File: src/sv/aadr_pkg.sv
`timescale 1ns / 1ps
// Shared types and constants for the associative directory with aging replacement.
// Used by aadr_ctrl, aadr_datapath and assoc_directory_aging_replace_unit.
package aadr_pkg;

    localparam int LINES_DEF = 10;
    localparam int KEY_W     = 64;
    localparam int LINE_W    = 4;
    localparam int AGE_W     = 31;

    localparam logic [AGE_W-1:0] AGE_MAX = {AGE_W{1'b1}};

    localparam logic OP_LOOKUP = 1'b0;
    localparam logic OP_INSERT = 1'b1;

    // commands from controller to datapath
    typedef struct packed {
        logic load;           // capture operation and key
        logic match_cap;      // register the per-line match vector
        logic scan_init;      // reset the victim scan
        logic scan_step;      // examine one line
        logic lookup_commit;  // finish a lookup
        logic insert_commit;  // finish an insert
    } t_cmd;

    // status from datapath to controller
    typedef struct packed {
        logic op;             // captured operation
        logic scan_stop;      // current scan line is the last one needed
    } t_sts;

endpackage

File: src/sv/aadr_ctrl.sv
`timescale 1ns / 1ps
// Sequencing state machine for the associative directory.
// Depends on aadr_pkg for the command and status structs.
module aadr_ctrl (
    input  logic          i_clk,
    input  logic          i_rst_n,
    input  logic          start,
    output logic          busy,
    input  aadr_pkg::t_sts i_sts,
    output aadr_pkg::t_cmd o_cmd
);
    import aadr_pkg::*;

    localparam logic [2:0] S_IDLE   = 3'd0;
    localparam logic [2:0] S_MATCH  = 3'd1;
    localparam logic [2:0] S_LOOKUP = 3'd2;
    localparam logic [2:0] S_SCAN   = 3'd3;
    localparam logic [2:0] S_INSERT = 3'd4;

    logic [2:0] r_state;
    logic [2:0] n_state;

    assign busy = (r_state != S_IDLE);

    always_comb begin
        n_state = r_state;
        o_cmd   = '0;
        case (r_state)
            S_IDLE: begin
                if (start) begin
                    o_cmd.load = 1'b1;
                    n_state    = S_MATCH;
                end
            end
            S_MATCH: begin
                o_cmd.match_cap = 1'b1;
                o_cmd.scan_init = 1'b1;
                n_state = (i_sts.op == OP_INSERT) ? S_SCAN : S_LOOKUP;
            end
            S_LOOKUP: begin
                o_cmd.lookup_commit = 1'b1;
                n_state = S_IDLE;
            end
            S_SCAN: begin
                o_cmd.scan_step = 1'b1;
                if (i_sts.scan_stop) begin
                    n_state = S_INSERT;
                end
            end
            S_INSERT: begin
                o_cmd.insert_commit = 1'b1;
                n_state = S_IDLE;
            end
            default: begin
                n_state = S_IDLE;
            end
        endcase
    end

    always_ff @(posedge i_clk) begin
        if (!i_rst_n) begin
            r_state <= S_IDLE;
        end else begin
            r_state <= n_state;
        end
    end

endmodule

File: src/sv/aadr_datapath.sv
`timescale 1ns / 1ps
// Line storage, key comparators, victim scan and age update for the directory.
// Depends on aadr_pkg; driven by aadr_ctrl commands.
module aadr_datapath #(
    parameter int LINES = aadr_pkg::LINES_DEF
) (
    input  logic                       i_clk,
    input  logic                       i_rst_n,
    input  logic                       i_operation,
    input  logic [aadr_pkg::KEY_W-1:0] i_key,
    input  aadr_pkg::t_cmd             i_cmd,
    output aadr_pkg::t_sts             o_sts,
    output logic                       o_done,
    output logic                       o_hit,
    output logic [aadr_pkg::LINE_W-1:0] o_line,
    output logic                       o_victim_was_valid
);
    import aadr_pkg::*;

    localparam int IDX_W = $clog2(LINES);
    localparam int OW    = (IDX_W > LINE_W) ? IDX_W : LINE_W;

    logic [KEY_W-1:0] r_keys [LINES];
    logic [AGE_W-1:0] r_age  [LINES];
    logic [LINES-1:0] r_valid;
    logic [LINES-1:0] r_match;

    logic             r_op;
    logic [KEY_W-1:0] r_key;

    logic [IDX_W-1:0] r_idx;
    logic [IDX_W-1:0] r_best;
    logic [AGE_W-1:0] r_best_age;

    logic             r_done;
    logic             r_hit;
    logic [LINE_W-1:0] r_line;
    logic             r_vwv;

    logic [IDX_W-1:0] hit_idx;
    logic             hit_any;
    logic             cur_valid;
    logic [AGE_W-1:0] cur_age;
    logic             age_upd;
    logic [IDX_W-1:0] keep;
    logic [OW-1:0]    line_ext;

    always_comb begin
        hit_idx = '0;
        for (int i = LINES - 1; i >= 0; i--) begin
            if (r_match[i]) begin
                hit_idx = IDX_W'(i);
            end
        end
    end

    assign hit_any   = |r_match;
    assign cur_valid = r_valid[r_idx];
    assign cur_age   = r_age[r_idx];

    assign o_sts.op        = r_op;
    assign o_sts.scan_stop = !cur_valid || (r_idx == IDX_W'(LINES - 1));

    assign age_upd  = (i_cmd.lookup_commit && hit_any) || i_cmd.insert_commit;
    assign keep     = i_cmd.insert_commit ? r_best : hit_idx;
    assign line_ext = i_cmd.insert_commit ? OW'(r_best) : (hit_any ? OW'(hit_idx) : '0);

    always_ff @(posedge i_clk) begin
        if (i_cmd.load) begin
            r_op  <= i_operation;
            r_key <= i_key;
        end
        if (i_cmd.match_cap) begin
            for (int i = 0; i < LINES; i++) begin
                r_match[i] <= r_valid[i] && (r_keys[i] == r_key);
            end
        end
        if (i_cmd.scan_init) begin
            r_idx      <= '0;
            r_best     <= '0;
            r_best_age <= AGE_MAX;
        end else if (i_cmd.scan_step) begin
            r_idx <= r_idx + 1'b1;
            if (!cur_valid || (cur_age < r_best_age)) begin
                r_best     <= r_idx;
                r_best_age <= cur_age;
            end
        end
        if (i_cmd.insert_commit) begin
            r_keys[r_best] <= r_key;
        end
        if (age_upd) begin
            for (int i = 0; i < LINES; i++) begin
                if (IDX_W'(i) == keep) begin
                    if (i_cmd.insert_commit) begin
                        r_age[i] <= AGE_MAX;
                    end
                end else if (r_valid[i] && (r_age[i] != '0)) begin
                    r_age[i] <= r_age[i] - 1'b1;
                end
            end
        end
        if (i_cmd.lookup_commit || i_cmd.insert_commit) begin
            r_hit  <= i_cmd.lookup_commit && hit_any;
            r_line <= line_ext[LINE_W-1:0];
            r_vwv  <= i_cmd.insert_commit && r_valid[r_best];
        end
    end

    always_ff @(posedge i_clk) begin
        if (!i_rst_n) begin
            r_valid <= '0;
            r_done  <= 1'b0;
        end else begin
            r_done <= i_cmd.lookup_commit || i_cmd.insert_commit;
            if (i_cmd.insert_commit) begin
                r_valid[r_best] <= 1'b1;
            end
        end
    end

    assign o_done             = r_done;
    assign o_hit              = r_hit;
    assign o_line             = r_line;
    assign o_victim_was_valid = r_vwv;

endmodule

File: src/sv/assoc_directory_aging_replace_unit.sv
`timescale 1ns / 1ps
// Top level of the fully associative directory with aging-counter replacement.
// Depends on aadr_pkg, aadr_ctrl and aadr_datapath.

// A transaction is taken when start is high and busy is low. Each one gives
// exactly one result, shown for a single cycle with o_done high; the receiver
// cannot stall, so capture it in that cycle. A lookup registers the key,
// compares it against every line at once, then picks the lowest matching line
// and, on a hit, ages the others. An insert registers and compares the key the
// same way, then scans for a victim over 1 to LINES lines: one line per cycle
// is examined through a single age read port, and the scan stops at the first
// invalid line or at the last line. Since all lines are valid after LINES inserts,
// every later insert scans all LINES lines before it writes the key.
// Busy drops in the cycle the result is shown, so a new transaction can be
// accepted alongside it. Ages count down, saturating at zero; a freshly
// written line starts at the maximum age.
module assoc_directory_aging_replace_unit #(
    parameter int LINES = aadr_pkg::LINES_DEF
) (
    input  logic                        i_clk,
    input  logic                        i_rst_n,
    input  logic                        start,
    output logic                        busy,
    input  logic                        i_operation,
    input  logic [aadr_pkg::KEY_W-1:0]  i_key,
    output logic                        o_done,
    output logic                        o_hit,
    output logic [aadr_pkg::LINE_W-1:0] o_line,
    output logic                        o_victim_was_valid
);
    import aadr_pkg::*;

    t_cmd cmd;
    t_sts sts;

    // Sequencer: accept, compare, then either commit a lookup or scan for a victim.
    aadr_ctrl u_ctrl (
        .i_clk   (i_clk),
        .i_rst_n (i_rst_n),
        .start   (start),
        .busy    (busy),
        .i_sts   (sts),
        .o_cmd   (cmd)
    );

    // Storage and arithmetic: keys, valid bits, ages, comparators, result registers.
    aadr_datapath #(
        .LINES (LINES)
    ) u_dp (
        .i_clk              (i_clk),
        .i_rst_n            (i_rst_n),
        .i_operation        (i_operation),
        .i_key              (i_key),
        .i_cmd              (cmd),
        .o_sts              (sts),
        .o_done             (o_done),
        .o_hit              (o_hit),
        .o_line             (o_line),
        .o_victim_was_valid (o_victim_was_valid)
    );

endmodule

File: config.mk
export PLATFORM = sky130hd
export DESIGN_NAME = assoc_directory_aging_replace_unit
export DESIGN_NICKNAME = d
export VERILOG_FILES = /design/src/sv/aadr_pkg.sv /design/src/sv/aadr_ctrl.sv /design/src/sv/aadr_datapath.sv /design/src/sv/assoc_directory_aging_replace_unit.sv
export SDC_FILE = /design/constraint.sdc
export NUM_CORES = 2
export LEC_CHECK = 0
export BUFFER_PORTS_ARGS = -buffer_cell sky130_fd_sc_hd__buf_4
export CORE_ASPECT_RATIO = 0.75
export CORE_MARGIN = 2
export CORE_UTILIZATION = 29
export DETAILED_ROUTE_END_ITERATION = 16
export SLEW_MARGIN = 20
export SYNTH_ARGS = -nofsm -noshare
export SYNTH_HDL_FRONTEND = slang
export SYNTH_SLANG_ARGS = --single-unit
File: constraint.sdc
create_clock -name i_clk -period 9.5 [get_ports i_clk]
set_input_delay 1.9 -clock i_clk [delete_from_list [all_inputs] [get_ports i_clk]]
set_output_delay 1.9 -clock i_clk [all_outputs]
set_load 0.005 [all_outputs]
# Word-level counts from Yosys, hierarchy flattened
# Memories as Yosys holds them, arrays and structs flattened. A register that Yosys moved wholly into a read port is not among the register bits.
# Cells that the tools add are included.
# op_classes
n_addsub	11
n_lt_le_gt_ge	4
eq_ne	26
mux	113
n_bitwise	11
n_reduce_logical	44
# op_table
op	count
$eq 64x64->1	10
$mux 31	10
$reduce_bool 31->1	10
$sub 31x1->31 const B	10
$mux 1	81
$mux 4	15
$lt 31x31->1	1
$logic_and 1x1->1	23
$eq 3x4->1 const A	4
$lt 4x5->1 const B	2
$or 1x1->1	10
$or 10x10->10	1
$reduce_or 10->1	1
$pmux 3 s3	1
$bmux 1 s4	2
$eq 2x4->1 const A	2
$eq 4x4->1 const A	2
$eq 3x2->1 const B	2
$mux 3	2
$add 4x1->4 const B	1
$demux 1 s4	1
$eq 1x4->1 const A	1
$eq 4x4->1 const B	1
$ge 4x1->1 const B	1
10 further kinds	15
# totals
register_bits	134
ram_bits	950
in_bits	68
out_inout_bits	8
word_cells	223
mem_count	2
# memory_table
memory	depth	width	rd	rd_clocked_by_memory_dff	write_ports	line	rtl
u_dp.r_keys	10	64	10	0	1	aadr_datapath.sv:23	logic [KEY_W-1:0] r_keys [LINES];
u_dp.r_age	10	31	11	1	10	aadr_datapath.sv:24	logic [AGE_W-1:0] r_age [LINES];

# Depth between registers and ports, before layout
# depth
depth_word	16
ltp_mapped	16

# Hierarchy
# Synthesis repeated with hierarchy kept, for this count alone.
# unflattened
cells_unflattened	3891
area_unflattened_um2	51400.5
# modules_own_cells
module	n_inst	cells_per_inst	area_per_inst_um2	seq_area_each_um2
aadr_datapath	1	3871	51216.6	32040.7
aadr_ctrl	1	20	183.9	60.1

# Worst setup path before layout
# Ideal clock, no wire load.
# synth_timing
path_kind	register to register
start	reg u_ctrl.r_state[0]
end	mem u_dp.r_age[8][0], enable pin
arrival_time_ns	6.710
setup_slack_ns	2.415
stages_incl_launch_ff	6
path_buffers	1
period_less_slack_ns	7.085
cell_sequence	dfxtp_1 > clkbuf_1 > or3b_2 > or3_1 > nor3_1 > or2_2
# synth_lines
item	line	rtl
from (decl)	aadr_ctrl.sv:20	logic [2:0] r_state;
from (signal assigned)	aadr_ctrl.sv:64	r_state <= n_state;
to (decl)	aadr_datapath.sv:24	

==> impl_metrics.tcl <==
set metrics [dict create \
    pwr-share-seq_pct 50.4 \
    status "complete, no violations" \
    grt_pass1_wl_um 213000 \
    synthSimpleGateAreaFrac_pct 11.6 \
    post-place-ws_ps 4430 \
    route.detailed.drc 0 \
    intPower_mw 8.11 \
    ys_ff_latch 1088 \
    numCtsBuffers 118 \
    postCtsSetupBuffers 0 \
    clk_latency_ps 780 \
    synth_nets 3894 \
    setup_viol 0 \
    finalHoldViolCount 0 \
    dieArea_sq_mm 0.178 \
    fin_crit_sh_pct 53.9 \
    synth-edff-count 1031 \
    synth_top_family_by_area "XOR/XNOR gates" \
    p_leak_nw 20.2 \
    instances_no_fill 6310 \
    finalSetupTns_ps 0 \
    met2_length_um 58500 \
    routedLengthMet1_um 69200 \
    dr.first_iter.drc_count 4300 \
    whs_ps 532 \
    finalWorstSetupSlack_ps 4380 \
    worst_slew_pin_slew_ps 1070 \
    ant_nets 0 \
    synth-compound-area-share_pct 5.45 \
    die_y_um 366 \
    slew_headroom_pct 27.9 \
    ios 76 \
    fin_crit_ps 5120 \
    start_util_pct 29.3 \
    dp.cells 6087 \
    overflow 0 \
    die_w_um 486 \
    clock_skew_ps 59.0 \
    synth_area_leader_cell "edfxtp_1" \
    wl_met3_um 17400 \
    hold_path_class "reg2reg" \
    vias 32700 \
    rows 132 \
    grt_max_degree 67 \
    ys_top_cells_by_area "edfxtp_1, xnor2_1, xor2_1, mux4_2, nand2_1" \
    cts_resized 0 \
    top_layer "met5" \
    htreeDepth 3 \
    via_per_inst 5.18 \
    slew_violations 0 \
    cp_data_required_time_ps 10130 \
    synth-async-reset-ratio_pct 0 \
    antenna_found_initial 14 \
    p_total_mw 10.7 \
    rsz0062_at_grt "no" \
    cts_num_sinks 1088 \
    synth-adder-area-share_pct 1.04 \
    drtPass1Iterations 10 \
    place.gp.congestion 0.903 \
    synthFlopType "edfxtp_1" \
    hold_buffers 0 \
    ys_types 78 \
    port_buffers 75 \
    muxShareOfSynthArea_pct 3.69 \
    place_area_sq_mm 0.0544 \
    clock.fmax_mhz 195 \
    switchingPower_mw 2.56 \
    cp-end-kind "register" \
    crit_type "reg2reg" \
    power_frac_clock_pct 41.7 \
    cts_root_buf "clkbuf_16" \
    grt_pass1_vias 30200 \
    clock_path_buffers 3 \
    p_per_area_mw_per_mm2 184 \
    cts.reportedPaths.clkPinSlew_ps 60 \
    arrival_ps 5740 \
    drv_cap 0 \
    synthCells 3784 \
    wl_per_cell_um 23.6 \
    netlist_area_sq_mm 0.0506 \
    yosysWarnings 0 \
    pwr-share-comb_pct 7.9 \
    dp_hpwl_um 99500 \
    fin_util_pct 33.6 \
    synth_xor_area_share_pct 12.4 \
    rrSetupSlack_ps 4380 \
    area_delta_synth_final_pct 14.8 \
    yosysSeqAreaShare_pct 63.4 \
    totalWireLength_um 149000 \
    drive_above_1_share_pct 11.4 \
    cts_tree "built" \
    nets 4039 \
    vdd_drop_max_uv 150 \
    syn_area_per_cell_sq_um 13.4 \
    start_kind "register" \
    coreArea_sq_mm 0.173 \
    path_max_fanout 40 \
    sw_frac_of_total_pct 24.0 \
    yosysTopAreaCellShare_pct 61.2 \
    fin_area_sq_mm 0.0581 \
    grt_use_total_pct 16.3 \
]
[kinds of logic (layout without fill, tap and decap cells)]
group           count (synthesis)  in the layout
simple gates                 1144           1144
other cells                     0              4
xor+xnor                      719            719
flops                        1088           1088
compound gates                379            379
mux                           104            104
fa+ha+maj                      42             42
buf+inv                       308            552
[path summary, 6_finish.rpt]
path | startpoint | endpoint | depth (start not counted)
setup / recovery | register | u_dp.r_best_age[16] | 14
hold / removal | u_dp.r_best_age[0] | u_dp.r_best_age[0] | 2
setup reg to reg | register | u_dp.r_best_age[16] | 14
hold reg to reg | u_dp.r_best_age[0] | u_dp.r_best_age[0] | 2
[cell usage after synthesis, types with 49 or more instances]
cell type and number:
edfxtp_1 1031, xnor2_1 443, nand2_1 367, xor2_1 276, nor2_1 174, inv_1 148
nor4_1 128, clkbuf_1 121, nand4_1 104, nor3_1 95, mux4_2 66, o22ai_1 60
nand3_1 58, dfxtp_1 57, a21oi_1 56, or3_1 49
[worst max-delay path: stages (launching register included)]
cell and delay, ps:
dfxtp_4 630, buf_4 680, mux4_2 580, nor2b_1 140, a211oi_1 280, a21oi_1 100
ha_1 380, a21oi_1 150, o21ai_0 120, a21oi_1 240, nand2_1 130, o311ai_4 660
buf_4 490, nor2_1 80, a211o_1 280
[power by group through the flow]
stage / registers [mW] / clock network, mW / logic, mW
after floorplan: 5.49 / 0 / 0.499
after global placement: 5.48 / 0 / 0.829
after detailed placement: 5.48 / 0 / 0.837
after CTS: 5.38 / 4.53 / 0.841
after global routing: 5.39 / 4.69 / 0.909
final: 5.38 / 4.45 / 0.844
[metal layers]
metal / track usage (%) / up-vias
met5: 0 / -
met4: 4.29 / 2
met3: 5.01 / 229
met2: 21.4 / 1580
met1: 25.3 / 16500
li1: - / 14400
[flip-flops by register name, summed over array words and instances, names as in the netlist, named ones only]
| name | flops |
|---|---|
| u_dp.r_keys | 640 |
| u_dp.r_age | 310 |
| u_dp.r_key | 64 |
| u_dp.r_best_age | 31 |
| u_dp.r_match | 10 |
| u_dp.r_valid | 10 |
| u_dp.o_line | 4 |
| u_dp.r_best | 4 |
| u_dp.r_idx | 4 |
| u_ctrl.r_state | 3 |
| u_dp.o_done | 1 |
| u_dp.o_hit | 1 |
| u_dp.o_victim_was_valid | 1 |
| u_dp.r_op | 1 |
[layout by cell type, fill, tap and decap left out, drive strengths merged, types with 10 or more instances in the layout]
| cell | count |
|---|---|
| nand4 | 104 |
| or3 | 51 |
| ha | 42 |
| a22oi | 17 |
| a211oi | 35 |
| xnor2 | 443 |
| a22o | 11 |
| a221oi | 38 |
| clkinv | 53 |
| mux2i | 37 |
| edfxtp | 1031 |
| a211o | 30 |
| nor2b | 36 |
| a21oi | 56 |
| or2 | 19 |
| dfxtp | 57 |
| o2bb2ai | 21 |
| o21a | 12 |
| o31ai | 10 |
| nor4 | 137 |
| inv | 150 |
| o22ai | 60 |
| nand2b | 19 |
| buf | 178 |
| nor2 | 174 |
| nand3b | 20 |
| nand2 | 367 |
| mux4 | 66 |
| xor2 | 276 |
| or4 | 34 |
| nor3 | 95 |
| nand3 | 59 |
| clkbuf | 161 |
| o21ai | 28 |
[cell type report]
type	instances	area, sq um
fill	16700	115000
sequential	1088	32100
multi-input combinational	2388	17500
clock buffer	161	3130
tap	2278	2850
timing repair buffer	178	1340
inverter	155	582
clock inverter	58	569
antenna	4	10.0
Note: power is estimated with default switching activity, not from simulation.
